<file path="src/clbp_pkg.sv">
// ----------------------------------------------------------------------------
// clbp_pkg
// Shared types, constants and functions for the correlating and local
// branch predictor.
// ----------------------------------------------------------------------------
package clbp_pkg;

    localparam int GLOBAL_TABLE_COUNT_DEF  = 64;
    localparam int TABLE_ENTRIES_DEF       = 256;
    localparam int HISTORY_BITS_DEF        = 6;
    localparam int LOCAL_HISTORY_COUNT_DEF = 16;

    localparam int ADDR_W   = 8;
    localparam int S_DATA_W = 16;
    localparam int M_DATA_W = 8;
    localparam int CFG_IDX_W = 1;

    typedef enum logic [CFG_IDX_W-1:0] {
        CFG_HISTORY_ENABLE  = 1'b0,
        CFG_COUNTER_TWO_BIT = 1'b1
    } t_cfg_idx;

    typedef struct packed {
        logic rd_en;
        logic wr_en;
    } t_rmw_ctl;

    function automatic logic [1:0] sat2_next(input logic [1:0] c, input logic t);
        logic [1:0] n;
        case (c)
            2'd0:    n = t ? 2'd1 : 2'd0;
            2'd1:    n = t ? 2'd3 : 2'd0;
            2'd2:    n = t ? 2'd3 : 2'd0;
            default: n = t ? 2'd3 : 2'd2;
        endcase
        return n;
    endfunction

endpackage

</file>
<file path="src/clbp_ltable.sv">
// ----------------------------------------------------------------------------
// clbp_ltable
// Local counter memory with registered read, write-to-read
// forwarding and per-entry valid bits that make unwritten entries read zero.
// ----------------------------------------------------------------------------
module clbp_ltable #(
    parameter int AW    = clbp_pkg::HISTORY_BITS_DEF,
    parameter int DEPTH = 2 ** AW
) (
    input  logic               i_clk,
    input  logic               i_rst_n,
    input  clbp_pkg::t_rmw_ctl i_ctl,
    input  logic [AW-1:0]      i_rd_addr,
    input  logic [AW-1:0]      i_wr_addr,
    input  logic [1:0]         i_wr_data,
    output logic [1:0]         o_rd_data
);

    logic [1:0]    mem [DEPTH];
    logic          r_valid [DEPTH];
    logic [1:0]    r_q;
    logic          r_qv;
    logic [AW-1:0] r_rd_addr;
    logic          r_fwd_v;
    logic [AW-1:0] r_fwd_addr;
    logic [1:0]    r_fwd_data;

    always_ff @(posedge i_clk) begin
        if (i_ctl.wr_en) begin
            mem[i_wr_addr] <= i_wr_data;
        end
        if (i_ctl.rd_en) begin
            r_q       <= mem[i_rd_addr];
            r_rd_addr <= i_rd_addr;
        end
        if (i_ctl.rd_en || i_ctl.wr_en) begin
            r_fwd_addr <= i_wr_addr;
            r_fwd_data <= i_wr_data;
        end
    end

    always_ff @(posedge i_clk) begin
        if (!i_rst_n) begin
            r_fwd_v <= 1'b0;
            r_qv    <= 1'b0;
            for (int k = 0; k < DEPTH; k++) begin
                r_valid[k] <= 1'b0;
            end
        end else begin
            if (i_ctl.rd_en || i_ctl.wr_en) begin
                r_fwd_v <= i_ctl.wr_en;
            end
            if (i_ctl.rd_en) begin
                r_qv <= r_valid[i_rd_addr];
            end
            if (i_ctl.wr_en) begin
                r_valid[i_wr_addr] <= 1'b1;
            end
        end
    end

    always_comb begin
        if (r_fwd_v && (r_fwd_addr == r_rd_addr)) begin
            o_rd_data = r_fwd_data;
        end else if (r_qv) begin
            o_rd_data = r_q;
        end else begin
            o_rd_data = 2'd0;
        end
    end

endmodule

</file>
<file path="config.mk">
export PLATFORM = sky130hd
export DESIGN_NAME = clbp_ltable
export DESIGN_NICKNAME = d
export VERILOG_FILES = /design/src/clbp_pkg.sv /design/src/clbp_ltable.sv
export SDC_FILE = /design/constraint.sdc
export NUM_CORES = 1
export LEC_CHECK = 0
export BUFFER_PORTS_ARGS = -buffer_cell sky130_fd_sc_hd__clkbuf_2
export CAP_MARGIN = 20
export CORE_MARGIN = 3
export CORE_UTILIZATION = 55
export CTS_BUF_LIST = sky130_fd_sc_hd__clkbuf_8 sky130_fd_sc_hd__clkbuf_16
export DETAILED_ROUTE_END_ITERATION = 10
export MAX_ROUTING_LAYER = met4
export PLACE_DENSITY = 0.71
export SLEW_MARGIN = 20
export SYNTH_ARGS = -nofsm -noshare
export SYNTH_HDL_FRONTEND = slang
export SYNTH_SLANG_ARGS = --single-unit
export TNS_END_PERCENT = 30
</file>
<file path="constraint.sdc">
create_clock -name i_clk -period 2.73 [get_ports i_clk]
set_clock_uncertainty 0.15 [all_clocks]
set_input_delay 0.1365 -clock i_clk [delete_from_list [all_inputs] [get_ports i_clk]]
set_output_delay 0.1365 -clock i_clk [all_outputs]
set_load 0.1 [all_outputs]
</file>
# After elaboration in Yosys (flattened, before gate mapping)

Memory sizes are Yosys's and may differ from the RTL's. A register that Yosys moved wholly into a read port is not among the register bits.
Index checks and enable logic that the tools add are counted.

Flip-flop bits (word level): 15
Memory bits (writable): 192
Input bits: 18
Output and inout port bits: 2
Logic and storage cells: 21
Memories: 2

Equal/unequal tests: 1
Multiplexer cells: 10
Reduce and logical (&&, ||, !) cells: 4

Memory list:

| memory  | depth | width | read ports | clocked after Yosys merged registers in | write ports | line              | source |
|---|---|---|---|---|---|---|---|
| mem     | 64    | 2     | 1          | 1                                       | 1           | clbp_ltable.sv:19 | `logic [1:0] mem [DEPTH];` |
| r_valid | 64    | 1     | 1          | 1                                       | 64          | clbp_ltable.sv:20 | `logic r_valid [DEPTH];` |

Operators with widths:

| operator            | count |
|---|---|
| 1-bit 2-to-1 mux    | 7 |
| 6-bit equality test | 1 |
| 6-bit 2-to-1 mux    | 1 |
| 2-bit 2-to-1 mux    | 2 |
| 1-bit logical AND   | 1 |
| 1-bit zero test     | 1 |
| 1-bit logical OR    | 1 |
| 1-bit OR reduction  | 1 |

# Logic depth before layout (Yosys ltp)

Gate-level depths: netlist of run 1.

Word-level depth: 5
Gate-level depth with buffers: 8
Gate-level depth less buffers: 5

# Least setup slack after synthesis of run 1

No wires, ideal clock.

Kind: register -> output
From: reg r_rd_addr[2]
To: out o_rd_data[1]
Arrival: 2766 ps
Required time: 2444 ps
Setup slack: -323 ps
Stages on the path, launching flop included: 5
Path buffers: 0
Cell sequence: edfxtp_1 -> xnor2_1 -> nand4_1 -> nor4_1 -> o21ai_0

Word-level cells in the longest chain between the ends: 3

Ends and longest elaborated chain:

| element                  | line              | source |
|---|---|---|
| start: declaration       | clbp_ltable.sv:23 | `logic [AW-1:0] r_rd_addr;` |
| start signal: assignment | clbp_ltable.sv:34 | `r_rd_addr <= i_rd_addr;` |
| 6-bit equality test      | clbp_ltable.sv:63 | `if (r_fwd_v && (r_fwd_addr == r_rd_addr)) begin` |
| 1-bit logical AND        | clbp_ltable.sv:63 |  |
| 2-bit 2-to-1 mux         | clbp_ltable.sv:63 |  |
| end: declaration         | clbp_ltable.sv:16 | `output logic [1:0] o_rd_data` |

Every way passes these cells.

==> results of run 1 <==
worst max-delay path, cell delays in order:
cell and delay (ns):
dlygate4sd3_1 0.52, buf_2 0.15, buf_4 0.25, mux4_2 0.54, mux4_2 0.53, mux4_2 0.47
what timing repair did:
action	CTS	global route
endpoints found under the hold margin	19	0
setup endpoints to repair	0	2
hold buffers	11	0
gates resized for setup	0	3
path summary, 6_finish.rpt:
kind,start,endpoint,slack (ns),cells after the start
worst max-delay path,i_rd_addr[0],r_q[1],0.20,6
worst min register to register,r_valid[14],r_valid[14],0.31,1
worst max register to register,mem[47][0],r_q[0],0.45,5
worst min-delay path,i_rd_addr[3],r_rd_addr[3],0.06,2
synth_stat cells (4+ instances only):
cell type | n | area [um^2]
nand3_1 | 8 | 40.0
nand2_1 | 12 | 45.0
edfxtp_1 | 144 | 4320
mux4_2 | 53 | 1190
mux2_2 | 5 | 56.3
mux2i_1 | 5 | 50.1
buf_2 | 4 | 20.0
dfxtp_1 | 66 | 1320
o21a_1 | 65 | 488
o21ai_0 | 6 | 30.0
nand3b_1 | 4 | 30.0
nor2b_1 | 6 | 37.5
buf_6 | 4 | 45.0
nor2_1 | 66 | 248
clkbuf_1 | 19 | 71.3
per-layer routing:
metal / GRT usage [%] / vias up
li1: - / 2042
met1: 31.0 / 2260
met2: 34.7 / 182
met3: 4.44 / 30
met4: 6.55 / 0
met5: - / -
power by group through the flow:
stage / logic [mW] / registers [mW] / clock network (mW)
after global routing: 0.391 / 3.46 / 2.71
final: 0.364 / 3.46 / 2.54
after global placement: 0.339 / 3.53 / 0
after detailed placement: 0.348 / 3.53 / 0
after floorplan: 0.221 / 3.52 / 0
after CTS: 0.362 / 3.46 / 2.57
registers in the layout (all words and copies together), names as in the netlist:
name        flops
r_fwd_addr      6
r_fwd_v         1
r_rd_addr       6
r_fwd_data      2
mem           128
r_q             2
r_qv            1
r_valid        64
cells by family (layout without fill, tap and decap cells):
kind of cell	count (synthesis)	after routing	share of synthesized area (%)
AOI/OAI and AO/OA	81	81	7.26
buffers and inverters	29	82	1.75
other	0	1	0
and+or+nand+nor	115	115	6.37
muxes	63	63	15.7
xor gates and xnor gates	6	6	0.636
DFF	210	210	68.3
area by class of cell:
type	instances	area (um^2)	share of cell area, %
flip-flops and latches	210	5650	60.6
clock buffers	22	539	5.79
multi-input cells	265	2490	26.7
clock inverters	15	66.3	0.712
well taps	184	230	2.47
diodes	1	2.50	0.0269
repair buffers	45	343	3.68
through the flow:
stage | utilization, % | instance area, um^2 | hold WS, ns | worst slack (ns) | instances
2_1_floorplan | - | 8270 | 0.0854 | -0.314 | 504
6_report | 63.6 | 9310 | 0.0641 | 0.204 | 742
3_5_place_dp | 58.6 | 8590 | 0.279 | 0.237 | 693
5_1_grt | 63.6 | 9310 | 0.0698 | 0.142 | 742
4_1_cts | 63.5 | 9300 | 0.0463 | 0.177 | 741
3_3_place_gp | 58.6 | 8590 | 0.265 | 0.254 | 693
==> flow_summary.ini, run 1 <==
[routing]
ant_nets = 0
drc = 0
vias = 4514
wl_met3_um = 1290
wl_met1_um = 7450
detail_route.wl_per_cell_um = 23.7
viasPerCell = 6.08
routed.top_layer = met4
wl_met2_um = 8430
first_pass_iters = 5
first_iter_violations = 475
wirelength_um = 17600

[layout]
syn_to_final_growth_pct = 12.6
layout_commonest_cell = edfxtp_1
final_cell_mix = 144 x edfxtp_1, 66 x nor2_1, 66 x dfxtp_1
fillers = 1021
nets = 561
drive_above_1_share_pct = 21.7

[power_and_ir_drop]
finalPower_mw = 6.37
switching_share_pct = 21.2
pwr_density_cell_nw_per_um2 = 684
clkPwrFrac_pct = 39.9
p_leak_nw = 3.15
internal_power_mw = 5.02
comb_power_share_pct = 5.7
seqPwrFrac_pct = 54.3
ir_worst_vdd_mv = 0.371
p_sw_mw = 1.35

[floorplan]
fp.dieW_um = 129
num_rows = 44
dieArea_um2 = 16500
io-pin-count = 20
start_util_pct = 56.5
fp.dieH_um = 129
coreArea_um2 = 14600

[synthesis]
syn_inst = 504
ys_seq_area_share_pct = 68.3
syn_area_um2 = 8270
synthFlopType = edfxtp_1
yosysWarnings = 0
async_flop_share_pct = 0
synth.avg_cell_area_um2 = 16.4
ys_ff_latch = 210
yosys.cell_types.count = 36
synth-edff-count = 144
syn-num-nets = 522

[placement]
hpwl_um = 11300
gp_congestion = 0.838
port_buffers = 19

[sta]
drv_slew = 0
setup_viol = 0
tns_ns = 0
tightest_slew_ns = 0.776
fmax_ghz = 0.396
rsz0062_at_grt = no
timing_hold_violations_final = 0
period_needed_ns = 2.53
min_period_over_period_pct = 92.5
max_slew_margin_pct = 48.3

[cts]
clock_sinks = 210
ctsLongestPathBuffers = 3
cts.root.buffer_cell = clkbuf_16
cts_tree = built
h-tree-depth = 1
clk_latency_ns = 0.49
path_clk_slew_ns = 0.06
post_cts_buffers = 0
cts_made_buffers = 21

[flow_run]
maxCapViolCount = 0

[worst_setup_path]
crit_arrival_ns = 2.60
cp-start-kind = input pin
end_kind = register
crit_required_ns = 2.81
critical_path_class = in -> reg
path_max_fanout = 10

[outcome]
status = finished, final reports clean

[hold_path]
holdCritPathClass = in -> reg

[global_routing]
grt_start_max_net_pins = 66
gr-total-overflow = 0
grt_pass1_vias = 4600
antenna_found_initial = 1
grt_pass1_wl_um = 26900
track_usage_pct = 22.5
Note: power is estimated with default switching activity, not from simulation.
==> run 2: changes to the inputs <==
BUFFER_PORTS_ARGS = not set   (was -buffer_cell sky130_fd_sc_hd__clkbuf_2)
CORE_MARGIN = 5   (was 3)
DONT_BUFFER_PORTS = 1   (was not set)
PLACE_DENSITY = not set   (was 0.71)
PLACE_DENSITY_LB_ADDON = 0.2   (was not set)
==> run 2 against run 1 <==
  * Total power grew 2.1%
  * Clock power grew 8.3%
  * Setup slack gained 0.086 ns
  * Via count is essentially flat
  * Global-route usage shrank 1.5 points
  * Non-clock buffer count shrank 24
  * Sequential share of layout area grew 0.11 points
  * Worst hold slack lost 0.061 ns
  * Die area grew 6.3%
  * Largest cell class unchanged
  * Largest power group unchanged
==> flow_summary.ini, run 2 (same netlist as run 1, synthesis figures left out) <==
[sta]
fmax_ghz = 0.410
rsz0062_at_grt = no
min_period_over_period_pct = 89.4
drv_slew = 0
timing_hold_violations_final = 0
setup_viol = 0
period_needed_ns = 2.44
tightest_slew_ns = 1.09
tns_ns = 0
whs_ns = 0.00299
max_slew_margin_pct = 27.1
fin_ws_ns = 0.290

[layout]
drive_above_1_share_pct = 18.0
diodes = 0
syn_to_final_growth_pct = 12.4
stdcell_area_um2 = 9300
largest_reg_flops = 128
layout_commonest_cell = edfxtp_1
max_flop_register = mem
nets = 537
layout.cells.non_filler = 717
top_regs = mem x128, r_valid x64
utilization_pct = 63.5
final_cell_mix = 144 x edfxtp_1, 66 x nor2_1, 66 x dfxtp_1

[global_routing]
gr-total-overflow = 0
grt_pass1_wl_um = 27700
grt_pass1_vias = 4624
antenna_found_initial = 0
track_usage_pct = 21.0
grt_start_max_net_pins = 68

[worst_setup_path]
startpoint = r_rd_addr[2]
rrSetupSlack_ns = 0.47
cp-start-kind = register
rr_endpoint = r_q[1]
crit_required_ns = 2.44
path_max_fanout = 4
critical_path_class = reg -> out
end_kind = output port
r2r-start = mem[47][1]
crit_arrival_ns = 2.15
r2r_cells = 3

[cts]
cts.root.buffer_cell = clkbuf_16
cts_tree = built
cts_made_buffers = 21
path_clk_slew_ns = 0.06
clk_latency_ns = 0.48
post_cts_buffers = 0
clock_sinks = 210
h-tree-depth = 1
ctsLongestPathBuffers = 3

[floorplan]
fp.dieW_um = 133
fp.dieH_um = 133
io-pin-count = 20
num_rows = 44
dieArea_um2 = 17600
coreArea_um2 = 14600
start_util_pct = 56.5

[placement]
gp_congestion = 0.752
dp_slack_ns = 0.474
hpwl_um = 10300
port_buffers = 0
dp_cells = 659
dpl_cell_area_um2 = 8360

[outcome]
status = finished, final reports clean

[power_and_ir_drop]
ir_worst_vdd_mv = 0.417
pwr_density_cell_nw_per_um2 = 700
p_leak_nw = 3.06
finalPower_mw = 6.50

[hold_path]
hold_end = r_qv
holdCritPathClass = in -> reg
holdCritStartpoint = i_rd_addr[5]
hold_depth = 4

[routing]
detail_route.wl_per_cell_um = 24.4
first_iter_violations = 379
wirelength_um = 17500
viasPerCell = 6.30
first_pass_iters = 5
drc = 0
vias = 4515
ant_nets = 0

[flow_run]
maxCapViolCount = 0
run 2: changes by cell type in the layout (fill, tap and decap cells not counted), sizes merged:
| cell | previous run | this run |
|---|---|---|
| buf | 18 | 3 |
| clkbuf | 38 | 23 |
| inv | 13 | 5 |
| dlygate4sd3 | 11 | 18 |
| clkinv | 2 | 7 |
| bufinv | 0 | 2 |
| diode | 1 | 0 |
run 2: power breakdown:
group / total [mW] / internal, mW / switching [mW]
logic: 0.295 / 0.143 / 0.152
clock network: 2.75 / 1.64 / 1.11
registers: 3.46 / 3.44 / 0.0161
run 2: worst max path at each step:
| stage | endpoint | slack [ns] |
|---|---|---|
| finish | o_rd_data[1] | 0.29 |
| CTS | o_rd_data[1] | 0.09 |
| global route | o_rd_data[1] | 0.14 |
| global placement | r_q[1] | 0.48 |
| floorplan | o_rd_data[0] | -0.31 |
| detailed placement | r_q[1] | 0.47 |
run 2: final cells by class:
| class | count | area (um^2) |
|---|---|---|
| clock buffer | 23 | 553 |
| clock inverter | 14 | 110 |
| fill | 1012 | 5350 |
| multi-input combinational | 265 | 2490 |
| sequential | 210 | 5650 |
| tap | 184 | 230 |
| timing repair buffer | 21 | 263 |
run 2: critical path, stage by stage, from the launching register on:
cell and delay (ns):
edfxtp_1 0.38, xnor2_1 0.21, nand4_1 0.14, nor4_2 0.37
nand2_1 0.13, o21ai_2 0.44
run 2: per-layer routing:
layer | vias up | global-route usage, % | share of wire [%] | wire, um
met5 | - | - | 0 | 0
met4 | 0 | 5.43 | 2.3 | 405
met3 | 31 | 3.83 | 7.0 | 1220
met2 | 144 | 32.2 | 47 | 8270
met1 | 2356 | 29.3 | 43 | 7590
li1 | 1984 | - | - | -
run 2: repair_timing:
action                                 4_1_cts  5_1_grt
setup endpoints to repair                    0        2
endpoints found under the hold margin      265        0
hold buffers                                21        0
resized for setup                            0        1
==> run 3: changes to the inputs <==
CORE_ASPECT_RATIO = 0.5   (was not set)
==> run 3 against run 2 <==
  * Die area grew 0.85%
  * Register-to-register slack got worse by 0.06 ns
  * Largest power group unchanged
  * Critical path type unchanged
  * First-iteration DRC count up 40%
  * Routed wire length grew 4.5%
  * Clock-buffer cell count is 1 lower
  * Combinational power grew 2%
  * Design area down 0.55%
  * Via count up 2.1%
  * Critical path depth increased by 1
  * Global-route usage up 0.73 points
  * Total power shrank 4.6%
==> flow_summary.ini, run 3 (same netlist as run 1, synthesis figures left out) <==
[sta]
max_slew_margin_pct = 55.5
timing_hold_violations_final = 0
setup_viol = 0
tightest_slew_ns = 0.666
min_period_over_period_pct = 93.0
period_needed_ns = 2.54
whs_ns = 0.0138
fmax_ghz = 0.394
rsz0062_at_grt = no
drv_slew = 0

[cts]
ctsLongestPathBuffers = 3
post_cts_buffers = 0
cts.root.buffer_cell = clkbuf_16
path_clk_slew_ns = 0.06
cts_made_buffers = 19
clk_latency_ns = 0.48
cts_tree = built
clock_sinks = 210
h-tree-depth = 1

[worst_setup_path]
path_buf_inv = 1
max_stage_delay_ns = 0.42
path_cells = xnor2_1, nand4_1, nor4_2, nand2_1, o21ai_2, buf_4
cpLargestDelayFamily = simple AND/OR/NAND/NOR gates
crit_required_ns = 2.44
cp-start-kind = register
cpMaxStageDelayCell = edfxtp_1
path_max_fanout = 4
crit_arrival_ns = 2.25
end_kind = output port
critical_path_class = reg -> out

[routing]
viasPerCell = 6.31
wirelength_um = 18300
ant_nets = 0
detail_route.wl_per_cell_um = 25.0
first_pass_iters = 5
first_iter_violations = 530
drc = 0
vias = 4609

[placement]
dpl_cell_area_um2 = 8400
port_buffers = 0
gp_congestion = 0.810
hpwl_um = 10500

[layout]
final_cell_mix = 144 x edfxtp_1, 66 x nor2_1, 66 x dfxtp_1
multi_input_area_um2 = 2490
largest_reg_flops = 128
max_flop_register = mem
layout_commonest_cell = edfxtp_1
stdcell_area_um2 = 9240
drive_above_1_share_pct = 17.5
top_regs = mem x128, r_valid x64
syn_to_final_growth_pct = 11.8
nets = 538
final-seq-area_um2 = 5650
utilization_pct = 63.4
fillers = 1044

[global_routing]
grt_start_max_net_pins = 67
gr-total-overflow = 0
track_usage_pct = 21.7
antenna_found_initial = 0
grt_pass1_vias = 4595
grt_pass1_wl_um = 28300

[power_and_ir_drop]
pwr_density_cell_nw_per_um2 = 671
ir_worst_vdd_mv = 0.395
p_leak_nw = 3.04

[floorplan]
num_rows = 31
coreArea_um2 = 14600
fp.dieW_um = 183
io-pin-count = 20
start_util_pct = 56.7
dieArea_um2 = 17700
fp.dieH_um = 96.7

[flow_run]
maxCapViolCount = 0

[hold_path]
holdCritPathClass = in -> reg

[outcome]
status = finished, final reports clean
==> run 3: cell types whose count changed in the layout (fill, tap and decap cells not counted), moves of 2 or more <==
cell,previous run,this run
clkinv_2,4,1
buf_4,0,2
clkbuf_16,21,19
inv_1,5,9
bufinv_16,2,0
clkinv_1,3,0
==> run 3: power breakdown <==
part	total, mW	leakage (nW)	internal, mW	switching [mW]
sequential	3.46	1.84	3.44	0.0178
clock	2.45	0.314	1.35	1.10
combinational	0.302	0.886	0.146	0.156
total	6.21	3.04	4.94	1.27
==> run 3: what timing repair did <==
item	4_1_cts	5_1_grt
hold buffers	22	0
setup endpoints to repair	0	2
resized for setup	0	1
endpoints found under the hold margin	258	0
==> run 3: through the flow <==
stage,instances,setup WS (ns),TNS (ns),power [mW]
global placement,675,0.483,0,3.72
CTS,730,0.141,0,6.23
global route,730,0.0688,0,6.41
finish,731,0.192,0,6.21
floorplan,504,-0.314,-0.314,3.74
detailed placement,675,0.487,0,3.73
==> run 3: area by class of cell <==
type                    instances  share of cell area [%]
multi-input cells             265                    27.0
diodes                          1                  0.0271
clock buffers                  22                    5.59
flip-flops and latches        210                    61.1
well taps                     198                    2.68
clock inverters                11                   0.541
repair buffers                 24                    3.11
==> run 3: layer usage <==
layer	up-vias	GRT usage [%]	part of all wire, %
met5	-	-	0
met4	0	3.78	1.4
met3	25	5.47	8.5
met2	183	30.2	44
met1	2403	33.0	46
li1	1998	-	-
==> run 3: worst paths after layout <==
path                start           end  slack [ns]  cells after the start
min reg2reg   r_valid[55]   r_valid[55]        0.31                      1
min          i_wr_addr[5]     mem[8][0]        0.01                      2
max reg2reg    mem[40][1]        r_q[1]        0.41                      3
max          r_rd_addr[5]  o_rd_data[1]        0.19                      6
